[src/b64_pkg.sv]
// Shared types, constants and the alphabet lookup for the Base64 stream decoder.
package b64_pkg;

  localparam logic [7:0] PadChar = 8'h3D;
  localparam int unsigned MaxResults = 3;

  typedef struct packed {
    logic [7:0] code_char;
    logic       message_end;
  } in_item_t;

  typedef struct packed {
    logic [7:0] data_byte;
    logic       byte_valid;
    logic       bad_input;
    logic       run_last;
    logic       message_done;
  } out_item_t;

  typedef struct packed {
    logic [1:0]                     count;
    out_item_t [MaxResults-1:0]     res;
  } res_group_t;

  // Returns {invalid, sextet}; the pad character maps to a zero sextet.
  function automatic logic [6:0] map_char(input logic [7:0] c);
    logic [6:0] r;
    r = 7'h40;
    if (c inside {[8'h41:8'h5A]}) begin
      r = {1'b0, 6'(c - 8'h41)};
    end else if (c inside {[8'h61:8'h7A]}) begin
      r = {1'b0, 6'(c - 8'h61 + 8'd26)};
    end else if (c inside {[8'h30:8'h39]}) begin
      r = {1'b0, 6'(c - 8'h30 + 8'd52)};
    end else if (c == 8'h2B) begin
      r = {1'b0, 6'd62};
    end else if (c == 8'h2F) begin
      r = {1'b0, 6'd63};
    end else if (c == PadChar) begin
      r = 7'd0;
    end
    return r;
  endfunction

endpackage

[src/base64_stream_decoder_top.sv]
// Top level of the Base64 stream decoder: input register, decode and result queue.
//
// Usage:
//   Input channel (in_valid_i / in_ready_o / in_item_i) takes one text
//   character per request, with message_end set on the final character.
//   Output channel (out_valid_o / out_ready_i / out_item_o) gives decoded
//   bytes, an error result where a group fails, and a closing marker where
//   the end character gives no other result (bad_input in a failed message);
//   run_last and message_done flag the last result of a character and of a message.
//   The first result of a character is presented from the result queue
//   register, after the character has passed the input register.
//   Throughput: one character per cycle while the queue has room; a group
//   of four characters gives at most three results. A character whose
//   results meet an earlier group still draining holds the input until
//   the queue frees.
//   Characters that give no result pass without waiting on the output.
//   Reset clears all group and message state and drops any held results.
//   When the receiver stalls, the result queue and the input register fill
//   and in_ready_o falls; nothing is lost.
module base64_stream_decoder_top (
  input  logic                clk_i,
  input  logic                rst_ni,
  input  logic                in_valid_i,
  output logic                in_ready_o,
  input  b64_pkg::in_item_t   in_item_i,
  output logic                out_valid_o,
  input  logic                out_ready_i,
  output b64_pkg::out_item_t  out_item_o
);

  b64_pkg::in_item_t   item_q;
  logic                valid_q;
  b64_pkg::res_group_t group;
  logic                space;
  logic                consume;
  logic                load;

  assign consume    = valid_q && (group.count == 2'd0 || space);
  assign load       = consume && (group.count != 2'd0);
  assign in_ready_o = !valid_q || consume;

  always_ff @(posedge clk_i) begin
    if (in_valid_i && in_ready_o) begin
      item_q <= in_item_i;
    end
  end

  always_ff @(posedge clk_i or negedge rst_ni) begin
    if (!rst_ni) begin
      valid_q <= 1'b0;
    end else if (in_valid_i && in_ready_o) begin
      valid_q <= 1'b1;
    end else if (consume) begin
      valid_q <= 1'b0;
    end
  end

  b64_group_decode u_decode (
    .clk_i   (clk_i),
    .rst_ni  (rst_ni),
    .item_i  (item_q),
    .step_i  (consume),
    .group_o (group)
  );

  b64_result_queue u_queue (
    .clk_i       (clk_i),
    .rst_ni      (rst_ni),
    .group_i     (group),
    .load_i      (load),
    .space_o     (space),
    .out_valid_o (out_valid_o),
    .out_ready_i (out_ready_i),
    .out_item_o  (out_item_o)
  );

endmodule

[src/b64_group_decode.sv]
// Group state and per-character decode into a group of up to three results.
module b64_group_decode (
  input  logic                 clk_i,
  input  logic                 rst_ni,
  input  b64_pkg::in_item_t    item_i,
  input  logic                 step_i,
  output b64_pkg::res_group_t  group_o
);

  logic [17:0] hold_q, hold_d;
  logic [1:0]  count_q, count_d;
  logic        ginv_q, ginv_d;
  logic        tpad_q, tpad_d;
  logic        failed_q, failed_d;

  logic [6:0]  mapped;
  logic [5:0]  sextet;
  logic [23:0] word;
  logic        is_pad;
  logic [1:0]  n;
  b64_pkg::out_item_t [b64_pkg::MaxResults-1:0] res;

  assign mapped = b64_pkg::map_char(item_i.code_char);
  assign sextet = mapped[6] ? 6'd0 : mapped[5:0];
  assign word   = {hold_q, sextet};
  assign is_pad = (item_i.code_char == b64_pkg::PadChar);

  always_comb begin
    hold_d   = hold_q;
    count_d  = count_q;
    ginv_d   = ginv_q;
    tpad_d   = tpad_q;
    failed_d = failed_q;
    n        = 2'd0;
    res      = '0;
    if (!failed_q) begin
      if (count_q != 2'd3) begin
        hold_d  = {hold_q[11:0], sextet};
        ginv_d  = ginv_q | mapped[6];
        count_d = count_q + 2'd1;
        if (count_q == 2'd2) begin
          tpad_d = is_pad;
        end
      end else begin
        if (ginv_q || mapped[6]) begin
          res[0].bad_input = 1'b1;
          n        = 2'd1;
          failed_d = 1'b1;
        end else begin
          res[0].data_byte  = word[23:16];
          res[0].byte_valid = 1'b1;
          n = 2'd1;
          if (!tpad_q) begin
            res[1].data_byte  = word[15:8];
            res[1].byte_valid = 1'b1;
            n = 2'd2;
            if (!is_pad) begin
              res[2].data_byte  = word[7:0];
              res[2].byte_valid = 1'b1;
              n = 2'd3;
            end
          end
        end
        hold_d  = '0;
        count_d = 2'd0;
        ginv_d  = 1'b0;
        tpad_d  = 1'b0;
      end
    end
    if (item_i.message_end) begin
      if (n == 2'd0) begin
        res[0].bad_input = failed_q;
        n = 2'd1;
      end
      for (int i = 0; i < b64_pkg::MaxResults; i++) begin
        if (2'(i) == n - 2'd1) begin
          res[i].message_done = 1'b1;
        end
      end
      hold_d   = '0;
      count_d  = 2'd0;
      ginv_d   = 1'b0;
      tpad_d   = 1'b0;
      failed_d = 1'b0;
    end
    for (int i = 0; i < b64_pkg::MaxResults; i++) begin
      if (n != 2'd0 && 2'(i) == n - 2'd1) begin
        res[i].run_last = 1'b1;
      end
    end
  end

  assign group_o.count = n;
  assign group_o.res   = res;

  always_ff @(posedge clk_i or negedge rst_ni) begin
    if (!rst_ni) begin
      hold_q   <= '0;
      count_q  <= '0;
      ginv_q   <= 1'b0;
      tpad_q   <= 1'b0;
      failed_q <= 1'b0;
    end else if (step_i) begin
      hold_q   <= hold_d;
      count_q  <= count_d;
      ginv_q   <= ginv_d;
      tpad_q   <= tpad_d;
      failed_q <= failed_d;
    end
  end

`ifndef SYNTHESIS
  a_failed_holds_group_clear: assert property (@(posedge clk_i) disable iff (!rst_ni)
    failed_q |-> (count_q == 2'd0 && !ginv_q))
    else $error("group state not cleared while message is swallowed");
  a_end_clears: assert property (@(posedge clk_i) disable iff (!rst_ni)
    (step_i && item_i.message_end) |=> (count_q == 2'd0 && !failed_q))
    else $error("state not cleared after message end");
  a_end_gives_result: assert property (@(posedge clk_i) disable iff (!rst_ni)
    (item_i.message_end) |-> (group_o.count != 2'd0))
    else $error("message end without a result");
`endif

endmodule

[src/b64_result_queue.sv]
// Result group register that hands out one result per output request.
module b64_result_queue (
  input  logic                 clk_i,
  input  logic                 rst_ni,
  input  b64_pkg::res_group_t  group_i,
  input  logic                 load_i,
  output logic                 space_o,
  output logic                 out_valid_o,
  input  logic                 out_ready_i,
  output b64_pkg::out_item_t   out_item_o
);

  b64_pkg::out_item_t [b64_pkg::MaxResults-1:0] res_q;
  logic [1:0] cnt_q;
  logic [1:0] idx_q;
  logic       valid_q;
  logic       take;
  logic       last_take;

  assign out_valid_o = valid_q;
  assign out_item_o  = res_q[idx_q];
  assign take        = valid_q && out_ready_i;
  assign last_take   = take && (idx_q == cnt_q - 2'd1);
  assign space_o     = !valid_q || last_take;

  always_ff @(posedge clk_i) begin
    if (load_i) begin
      res_q <= group_i.res;
      cnt_q <= group_i.count;
    end
  end

  always_ff @(posedge clk_i or negedge rst_ni) begin
    if (!rst_ni) begin
      valid_q <= 1'b0;
      idx_q   <= '0;
    end else if (load_i) begin
      valid_q <= 1'b1;
      idx_q   <= '0;
    end else if (last_take) begin
      valid_q <= 1'b0;
    end else if (take) begin
      idx_q <= idx_q + 2'd1;
    end
  end

`ifndef SYNTHESIS
  a_load_needs_space: assert property (@(posedge clk_i) disable iff (!rst_ni)
    load_i |-> space_o)
    else $error("result group overwritten");
  a_load_starts: assert property (@(posedge clk_i) disable iff (!rst_ni)
    load_i |=> (valid_q && idx_q == 2'd0))
    else $error("loaded group not presented from its first result");
  a_idx_in_range: assert property (@(posedge clk_i) disable iff (!rst_ni)
    valid_q |-> (cnt_q != 2'd0 && idx_q < cnt_q))
    else $error("result index beyond group");
  a_last_flag: assert property (@(posedge clk_i) disable iff (!rst_ni)
    last_take |-> out_item_o.run_last)
    else $error("group closed without run_last");
`endif

endmodule
[config.mk]
export PLATFORM = sky130hd
export DESIGN_NAME = base64_stream_decoder_top
export DESIGN_NICKNAME = d
export VERILOG_FILES = /design/src/b64_pkg.sv /design/src/base64_stream_decoder_top.sv /design/src/b64_group_decode.sv /design/src/b64_result_queue.sv
export SDC_FILE = /design/constraint.sdc
export NUM_CORES = 1
export LEC_CHECK = 0
export BUFFER_PORTS_ARGS = -buffer_cell sky130_fd_sc_hd__buf_4
export CORE_UTILIZATION = 38
export DETAILED_ROUTE_END_ITERATION = 16
export HOLD_SLACK_MARGIN = 0.15
export PLACE_DENSITY = 0.65
export SLEW_MARGIN = 20
export SYNTH_ARGS = -nofsm -noshare
export SYNTH_HDL_FRONTEND = slang
export SYNTH_SLANG_ARGS = --single-unit
export TNS_END_PERCENT = 20
[constraint.sdc]
create_clock -name clk_i -period 4.55 [get_ports clk_i]
set_input_delay 0.6825 -clock clk_i [delete_from_list [all_inputs] [get_ports clk_i]]
set_output_delay 0.6825 -clock clk_i [all_outputs]
set_load 0.05 [all_outputs]
# After elaboration in Yosys (flattened, before gate mapping)
# Cells that the tools add are included.
# Widths: inputs -> output; s select.
dict set report totals {
  register_bits 72
}
dict set report op_classes {
  n_addsub 10
  order_cmp 7
  n_eq_ne 13
  n_mux 54
  bitwise_logic 1
  reduce_logical 32
}
# operator count
set ops {}
lappend ops {{$mux 18} 3}
lappend ops {{$mux 7} 6}
lappend ops {{$mux 1} 29}
lappend ops {{$mux 2} 13}
lappend ops {{$bmux 12 s2} 1}
lappend ops {{$eq 8x6->1 const B} 3}
lappend ops {{$ge 8x7->1 const B} 2}
lappend ops {{$le 8x7->1 const B} 2}
lappend ops {{$mux 12} 1}
lappend ops {{$sub 6x6->6 const B} 2}
lappend ops {{$logic_and 1x1->1} 11}
lappend ops {{$ge 8x6->1 const B} 1}
lappend ops {{$le 8x6->1 const B} 1}
lappend ops {{$logic_not 2->1} 4}
lappend ops {{$reduce_bool 2->1} 4}
lappend ops {{$add 6x5->6 const B} 1}
lappend ops {{$add 6x6->6 const B} 1}
lappend ops {{$mux 6} 1}
lappend ops {{$ne 2x2->1 const B} 3}
lappend ops {{$sub 2x1->2 const B} 3}
lappend ops {{$sub 6x1->6 const B} 1}
lappend ops {{$reduce_or 5->1} 1}
lappend ops {{$add 2x1->2 const B} 2}
lappend ops {{$eq 1x2->1 const A} 2}
lappend ops {{13 further kinds} 19}

# Longest topological paths before layout
# Gate-level depths: netlist of run 1.
dict set report depth {
  word_depth 21
  mapped_depth 10
}

# Hierarchy
# A second synthesis of run 1 with hierarchy kept.
dict set report hier_totals {
  cells_unflattened 315
  area_unflattened_um2 3756.1
}
# module instances cells_per_inst area_each_um2
set modules_own_cells {}
lappend modules_own_cells {b64_group_decode 1 200 1828.0}
lappend modules_own_cells {b64_result_queue 1 99 1587.8}
lappend modules_own_cells {base64_stream_decoder_top 1 16 340.3}

# Worst setup path after synthesis of run 1
# OpenSTA, ideal clock, no wires.
dict set report synth_timing {
  path_type {input-to-reg}
  startpoint {in out_ready_i}
  endpoint {reg u_queue.cnt_q[0], enable pin}
  setup_ps 434
  arrival_time_ps 2837
  required_time_ps 4116
  slack_ps 1280
  cell_stages 4
  cell_sequence {inv_1 > o21ai_0 > nand2_1 > nor2_1}
}
dict set report synth_between {
  elab_chain_len 6
}
# item line_no
set synth_lines {}
lappend synth_lines {{start, declared} base64_stream_decoder_top.sv:27} ;# input logic out_ready_i,
lappend synth_lines {{$logic_and 1x1->1} b64_result_queue.sv:22} ;# assign take = valid_q && out_ready_i;
lappend synth_lines {{$logic_and 1x1->1} b64_result_queue.sv:23} ;# assign last_take = take && (idx_q == cnt_q - 2'd1);
lappend synth_lines {{$logic_or 1x1->1} b64_result_queue.sv:24} ;# assign space_o = !valid_q || last_take;
lappend synth_lines {{$logic_or 1x1->1} base64_stream_decoder_top.sv:38} ;# assign consume = valid_q && (group.count == 2'd0 || space);
lappend synth_lines {{$logic_and 1x1->1} base64_stream_decoder_top.sv:38}
lappend synth_lines {{$logic_and 1x1->1} base64_stream_decoder_top.sv:39} ;# assign load = consume && (group.count != 2'd0);
lappend synth_lines {{net load} base64_stream_decoder_top.sv:36} ;# logic load;
lappend synth_lines {{end signal, assigned} b64_result_queue.sv:29} ;# cnt_q <= group_i.count;
lappend synth_lines {{end, declared} b64_result_queue.sv:14} ;# logic [1:0] cnt_q;
# The timed path passes the listed nets, and every way through them passes these cells.
# A chain may end at the register's enable or synchronous reset.

# Final worst setup path of run 1
dict set report layout_timing {
  startpoint {reg u_queue.idx_q[1]}
  endpoint {out in_ready_o}
}
dict set report layout_between {
  elab_chain_len 6
}
# item line_no
set layout_lines {}
lappend layout_lines {{start, declared} b64_result_queue.sv:15} ;# logic [1:0] idx_q;
lappend layout_lines {{start signal, assigned} b64_result_queue.sv:43} ;# idx_q <= idx_q + 2'd1;
lappend layout_lines {{$eq 2x2->1} b64_result_queue.sv:23}
lappend layout_lines {{$logic_and 1x1->1} b64_result_queue.sv:23}
lappend layout_lines {{$logic_or 1x1->1} b64_result_queue.sv:24}
lappend layout_lines {{$logic_or 1x1->1} base64_stream_decoder_top.sv:38}
lappend layout_lines {{$logic_and 1x1->1} base64_stream_decoder_top.sv:38}
lappend layout_lines {{$logic_or 1x1->1} base64_stream_decoder_top.sv:40} ;# assign in_ready_o = !valid_q || consume;
lappend layout_lines {{end, declared} base64_stream_decoder_top.sv:24} ;# output logic in_ready_o,
# No other way between the ends.

==> results of run 1 <==
metrics by stage:
stage | power (mW) | instances | utilization [%]
6_report | 2.21 | 467 | 45.5
5_1_grt | 2.34 | 467 | 45.5
4_1_cts | 2.23 | 467 | 45.5
3_5_place_dp | 1.73 | 451 | 43.3
3_3_place_gp | 1.72 | 451 | 43.3
2_1_floorplan | 1.50 | 325 | -
registers in the layout, indices dropped and copies added (netlist names):
signal	cells
u_decode.ginv_q	1
u_queue.res_q	34
item_q	9
u_queue.idx_q	2
u_decode.failed_q	1
u_queue.cnt_q	2
valid_q	1
u_decode.count_q	2
u_decode.tpad_q	1
u_decode.hold_q	18
u_queue.out_valid_o	1
cells by family after synthesis:
kind of cell | share of synthesized area [%]
xor gates and xnor gates | 0.745
muxes | 3.40
DFF | 57.4
buffers and inverters | 3.16
adders and majority gates | 3.90
AOI/OAI and AO/OA | 11.5
and+or+nand+nor | 19.8
cells in the final DEF, fill, tap and decap left out, types with 2 or more instances in the layout:
master	netlist	layout
nand2_1	53	53
edfxtp_1	45	45
buf_4	0	29
dfrtp_1	27	27
o21ai_0	27	26
nor2_1	22	21
and2_1	19	19
nand3_1	17	17
inv_1	13	13
mux2i_1	12	12
a21oi_1	11	11
ha_1	11	11
clkbuf_8	0	9
nor2b_1	6	6
and3_1	4	4
o221ai_1	4	4
nor3_1	3	3
a221o_1	3	3
or3_1	2	2
nand2b_1	2	2
nor3b_1	2	2
xnor2_1	2	2
o21a_1	2	2
a21boi_0	2	2
a221oi_1	2	2
clkinvlp_4	0	2
inv_6	0	2
layout make-up:
type / count / area share (%)
timing repair buffer: 29 / 5.41
inverter: 14 / 1.31
clock buffer: 10 / 3.17
clock inverter: 6 / 1.68
tap: 108 / 3.36
multi-input combinational: 228 / 34.7
sequential: 72 / 50.4
path summary, 6_finish.rpt:
check | endpoint | depth (start not counted) | start | slack [ps]
worst max-delay path | in_ready_o | 6 | u_queue.idx_q[1] | 1610
worst min-delay path | u_queue.idx_q[0] | 1 | rst_ni | 240
worst max register to register | u_queue.res_q[19] | 5 | u_queue.idx_q[1] | 1760
worst min register to register | u_decode.hold_q[14] | 2 | u_decode.hold_q[14] | 460
max in group asynchronous | u_decode.hold_q[0] | 1 | rst_ni | 4050
min in group clk_i | u_decode.hold_q[14] | 2 | u_decode.hold_q[14] | 460
routing by layer:
| metal | routed length (um) | up-vias | GRT usage (%) |
|---|---|---|---|
| li1 | - | 1206 | - |
| met1 | 3320 | 1095 | 20.6 |
| met2 | 3050 | 48 | 23.5 |
| met3 | 219 | 6 | 3.94 |
| met4 | 61 | 0 | 5.51 |
| met5 | 0 | - | 0 |
where the power goes:
part	leakage, nW	switching (mW)	internal (mW)	total (mW)
Clock	0.0933	0.246	0.256	0.502
Sequential	0.791	0.0773	0.834	0.911
Combinational	0.772	0.549	0.247	0.796
Total	1.66	0.872	1.34	2.21
==> results by group, run 1 <==
Outcome
  • Status: complete, no violations

Synth
  • Count leader, synth: nand2_1
  • Yosys synthesis warning count: 0
  • Yosys reg bits: 72
  • Syn Std Cell Area: 3530 sq um
  • Ranking of synthesized cells by area: edfxtp_1, dfrtp_1, nand2_1
  • EDFF count, synth: 45
  • Synth top cells by count: nand2_1, edfxtp_1, dfrtp_1, o21ai_0, nor2_1
  • Synth Flop Type: edfxtp_1
  • Seq/Total Area, Yosys: 57.4%
  • Ys async rst share: 37.5%
  • Synth top area share: 38.3%
  • Synth Area per Inst: 10.9 sq um
  • Synth Instances: 325
  • Syn nets: 349
  • Synth cell types: 50
  • Cell accounting for the most synthesized area: edfxtp_1

Placed design
  • Gpl congestion: 0.827
  • Post-DP HPWL: 4.77 mm
  • Place WS: 1740 ps
  • I/O Buffers: 26
  • DP Area: 3830 sq um

STA
  • RSZ-0062 raised after global routing: no
  • WHS: 239 ps
  • Skew final: 5.95 ps
  • Hold Vio Cnt, Final: 0
  • Post-route clock period utilization: 64.6%
  • Setup ws final: 1610 ps
  • Setup-failing EPs final: 0
  • Worst Max-Slew Pin Slew: 1020 ps
  • Normalized max-slew margin: 31.6%
  • Max-slew violation count: 0
  • Fin Setup TNS: 0 ps
  • Crit path time final: 2940 ps
  • Peak Freq: 340 MHz

Worst setup path
  • CP delay by family, top: flip-flops
  • WP data arrival: 2260 ps
  • Critical-path cell list: xnor2_1, mux2i_1, o21ai_0, nor3b_1, inv_1, buf_4
  • Critical path fanouts, max: 15
  • Buffers plus inverters on the worst setup path: 2
  • Crit end category: output pin
  • Crit Path Class: flop to output pin
  • Slowest cell delay on critical path: 530 ps
  • CP max stage cell: dfrtp_1
  • Worst EP required: 3870 ps
  • Critical Path Start Type: flop

CTS
  • CTS buffer count: 9
  • Setup repair bufs after CTS: 0
  • CTS Buffer Depth: 2
  • Clock sinks: 72
  • H-tree depth: 3
  • CTS tree: done
  • CTS resizes: 0
  • Root Buffer: clkbuf_8
  • Clock-pin slew on the worst setup and hold paths: 80 ps
  • Hold_buf cts: 0
  • Clock latency on the worst-skew pair: 340 ps

Floorplanning
  • Core area: 8850 sq um
  • Die area: 9670 sq um
  • Chip height: 98.4 um
  • # rows: 34
  • I/O pins: 27
  • Die W: 98.4 um
  • Initial Utilization: 39.9%

Global routing
  • Largest net degree at the start of global routing: 40
  • Global route overflow: 0
  • GRT Total Usage: 15.2%
  • First-pass GRT wire length: 11.1 mm
  • Vias in the first global route: 2,230
  • Initial antenna violation count: 0

Final layout
  • Syn-to-layout area delta: 14.1%
  • FF+latch area: 2030 sq um
  • Post-route design area: 4030 sq um
  • Layout Nets: 378
  • Fraction of layout cells with a size suffix above 1: 15.0%
  • Area of the multi-input gates: 1400 sq um
  • Fillers: 820
  • Diodes inserted: 0

Power
  • PD cells: 549 nW/um^2
  • Peak VDD IR: 0.000211 V
  • P_leak: 1.66 nW

Route
  • Drt total wl: 6.65 mm
  • Drt first pass iters: 5
  • Initial DRC Count: 145
  • DR vias: 2,355
  • Antenna-violating nets left: 0
  • DRC violations left: 0
  • Via density: 5.04
  • DR WL/cell: 14.2 um

Worst hold path
  • Hold WC Path Type: input port to async pin

Run
  • Max-cap violations: 0
(Power assumes the default switching activity.)
==> run 2: changes to the inputs <==
ABC_AREA = 1   (was default)
PLACE_DENSITY = 0.66   (was 0.65)
clock period = 2.5 ns   (was 4.55 ns; I/O delays follow)
==> results by group, run 2 <==
Outcome
  • Status: complete, no violations (unchanged)

Global routing
  • Largest net degree at the start of global routing: 38 (was 40)
  • GRT Total Usage: 16.7% (was 15.2%)
  • First-pass GRT wire length: 13.1 mm (was 11.1 mm)
  • Initial antenna violation count: 0 (unchanged)
  • Global route overflow: 0 (unchanged)
  • Vias in the first global route: 2,687 (was 2,230)

Final layout
  • Layout Nets: 483 (was 378)
  • Fillers: 987 (was 820)
  • Largest register FFs: 34 (unchanged)
  • Post-route design area: 4370 sq um (was 4030 sq um)
  • FF+latch area: 2030 sq um (unchanged)
  • Most common cell after layout, fill and taps aside: nand2_1 (unchanged)
  • Biggest regs: u_queue.res_q x34, u_decode.hold_q x18, item_q x9 (unchanged)
  • Area of the multi-input gates: 1490 sq um (was 1400 sq um)
  • Syn-to-layout area delta: 13.4% (was 14.1%)
  • Diodes inserted: 0 (unchanged)
  • Most frequent cells in the layout: nand2_1, inv_1, nand3_1 (was nand2_1, edfxtp_1, buf_4)
  • Fin util: 44.5% (was 45.5%)
  • Largest register by flop count: u_queue.res_q (unchanged)
  • Fraction of layout cells with a size suffix above 1: 19.0% (was 15.0%)

STA
  • Max-slew violation count: 0 (unchanged)
  • Setup-failing EPs final: 0 (unchanged)
  • RSZ-0062 raised after global routing: no (unchanged)
  • WHS: 202 ps (was 239 ps)
  • Post-route clock period utilization: 90.1%
  • Skew final: 10.9 ps (was 5.95 ps)
  • Worst Max-Slew Pin Slew: 453 ps (was 1020 ps)
  • Peak Freq: 444 MHz
  • Crit path time final: 2250 ps
  • Fin Setup TNS: 0 ps (unchanged)
  • Hold Vio Cnt, Final: 0 (unchanged)
  • Normalized max-slew margin: 69.7% (was 31.6%)

Power
  • Peak VDD IR: 0.000458 V (was 0.000211 V)
  • P_leak: 1.91 nW (was 1.66 nW)
  • PD cells: 1080 nW/um^2 (was 549 nW/um^2)
  • Final Total Pwr: 4.71 mW (was 2.21 mW)

Worst setup path
  • WP data arrival: 2450 ps (was 2260 ps)
  • Slowest cell delay on critical path: 500 ps (was 530 ps)
  • Worst EP required: 2690 ps (was 3870 ps)
  • Crit-path most repeated cell: inv_1
  • CP max stage cell: edfxtp_1 (was dfrtp_1)
  • CP delay by family, top: simple AND/OR/NAND/NOR gates (was flip-flops)
  • Worst r2r src: item_q[2] (was u_queue.idx_q[1])
  • Critical Path Start Type: flop (unchanged)
  • Crit end category: flop (was output pin)
  • Crit Path Class: flop to flop (was flop to output pin)
  • Critical path fanouts, max: 11 (was 15)
  • Critical-path cell list: inv_1, ha_1, inv_1, nand2_1, nand3_1, o21ai_1, inv_2, nand2_2, nand3_4, nand4_2, nor2_1 (was xnor2_1, mux2i_1, o21ai_0, nor3b_1, inv_1, buf_4)
  • Buffers plus inverters on the worst setup path: 3 (was 2)
  • Crit. Startpoint: item_q[2] (was u_queue.idx_q[1])

Synth
  • Seq/Total Area, Yosys: 52.6% (was 57.4%)
  • Synth Flop Type: edfxtp_1 (unchanged)
  • Synth top cells by count: nand2_1, inv_1, nand3_1, edfxtp_1, nor2_1 (was nand2_1, edfxtp_1, dfrtp_1, o21ai_0, nor2_1)
  • EDFF count, synth: 45 (unchanged)
  • Syn Std Cell Area: 3860 sq um (was 3530 sq um)
  • Synth Area per Inst: 8.99 sq um (was 10.9 sq um)
  • Ys async rst share: 37.5% (unchanged)
  • Syn nets: 453 (was 349)
  • Count leader, synth: nand2_1 (unchanged)
  • Synth Instances: 429 (was 325)
  • Ranking of synthesized cells by area: edfxtp_1, dfrtp_1, nand2_1 (unchanged)
  • Yosys synthesis warning count: 0 (unchanged)
  • Synth cell types: 29 (was 50)
  • Synth top area share: 35.0% (was 38.3%)
  • Yosys reg bits: 72 (unchanged)
  • Cell accounting for the most synthesized area: edfxtp_1 (unchanged)

CTS
  • Root Buffer: clkbuf_8 (unchanged)
  • Clock-pin slew on the worst setup and hold paths: 80 ps (about the same)
  • Clock latency on the worst-skew pair: 350 ps (was 340 ps)
  • CTS buffer count: 9 (unchanged)
  • CTS Buffer Depth: 2 (unchanged)
  • H-tree depth: 3 (unchanged)
  • Clock sinks: 72 (unchanged)
  • CTS tree: done (unchanged)

Floorplanning
  • Die area: 10,600 sq um (was 9670 sq um)
  • Chip height: 103 um (was 98.4 um)
  • Die W: 103 um (was 98.4 um)
  • Initial Utilization: 39.3% (was 39.9%)
  • # rows: 36 (was 34)
  • I/O pins: 27 (unchanged)
  • Core area: 9820 sq um (was 8850 sq um)

Worst hold path
  • Hold WC Path Type: input port to flop (was input port to async pin)
  • Hold Startpoint: in_item_i[4]

Route
  • DRC violations left: 0 (unchanged)
  • Initial DRC Count: 196 (was 145)
  • Drt total wl: 8.02 mm (was 6.65 mm)
  • Antenna-violating nets left: 0 (unchanged)
  • Via density: 4.92 (was 5.04)
  • DR WL/cell: 13.4 um (was 14.2 um)
  • Drt first pass iters: 4 (was 5)
  • DR vias: 2,940 (was 2,355)

Placed design
  • Post-DP HPWL: 5.85 mm (was 4.77 mm)
  • DP Area: 4180 sq um (was 3830 sq um)
  • Gpl congestion: 0.919 (was 0.827)
  • I/O Buffers: 26 (unchanged)

Run
  • Max-cap violations: 0 (unchanged)
==> run 2: final timing paths <==
| path | slack, ps | to | cells past startpoint |
|---|---|---|---|
| hold reg to reg | 500 | u_decode.tpad_q | 2 |
| max in group asynchronous | 1730 | u_decode.hold_q[10] | 2 |
| setup reg to reg | 250 | u_queue.res_q[34] | 11 |
| setup / recovery | 250 | u_queue.res_q[34] | 11 |
| hold / removal | 200 | item_q[4] | 1 |
| min in group asynchronous | 480 | u_decode.hold_q[17] | 2 |
==> run 2: report_power, final <==
| group | internal, mW | leakage [nW] | switching (mW) |
|---|---|---|---|
| clock network | 0.388 | 0.0861 | 0.441 |
| logic | 0.587 | 1.04 | 1.45 |
| registers | 1.62 | 0.787 | 0.227 |
==> run 2: routing by layer <==
| metal | global-route usage (%) | vias to the layer above | part of all wire, % |
|---|---|---|---|
| met2 | 26.7 | 74 | 47 |
| met1 | 22.3 | 1391 | 47 |
| met5 | 0 | - | 0 |
| li1 | - | 1466 | - |
| met4 | 5.42 | 0 | 1.5 |
| met3 | 4.14 | 9 | 4.3 |
==> run 2: kinds of logic after synthesis <==
group	Yosys count	share of synthesized area, %
and+or+nand+nor	207	26.4
AOI/OAI and AO/OA	54	7.11
DFF	72	52.6
adders and majority gates	11	3.57
buffers and inverters	78	8.73
xor gates and xnor gates	7	1.59
==> run 2: what timing repair did <==
item / 4_1_cts / 5_1_grt
hold buffers: 1 / 0
setup buffers: 0 / 0
setup endpoints to repair: 0 / 2
gates resized for setup: 0 / 1
endpoints found under the hold margin: 27 / 0
==> run 2: metrics by stage <==
step | std cells | setup slack [ps]
6_report | 597 | 248
5_1_grt | 597 | 36.1
4_1_cts | 597 | 200
3_5_place_dp | 580 | 208
3_3_place_gp | 580 | 300
2_1_floorplan | 429 | 173
==> run 2: layout make-up <==
type / instances / area share [%]
multi-input cells: 279 / 34.1
clock buffers: 10 / 3.15
flip-flops and latches: 72 / 46.4
repair buffers: 33 / 6.01
well taps: 133 / 3.81
clock inverters: 6 / 1.03
inverters: 64 / 5.50
==> run 2: worst reg2reg max path: cells and delay by family (launching register included) <==
family / cells / cell delay (ps)
DFF: 1 / 500
and+or+nand+nor: 6 / 960
AOI/OAI and AO/OA: 1 / 80
adders and majority gates: 1 / 210
buffers and inverters: 3 / 350
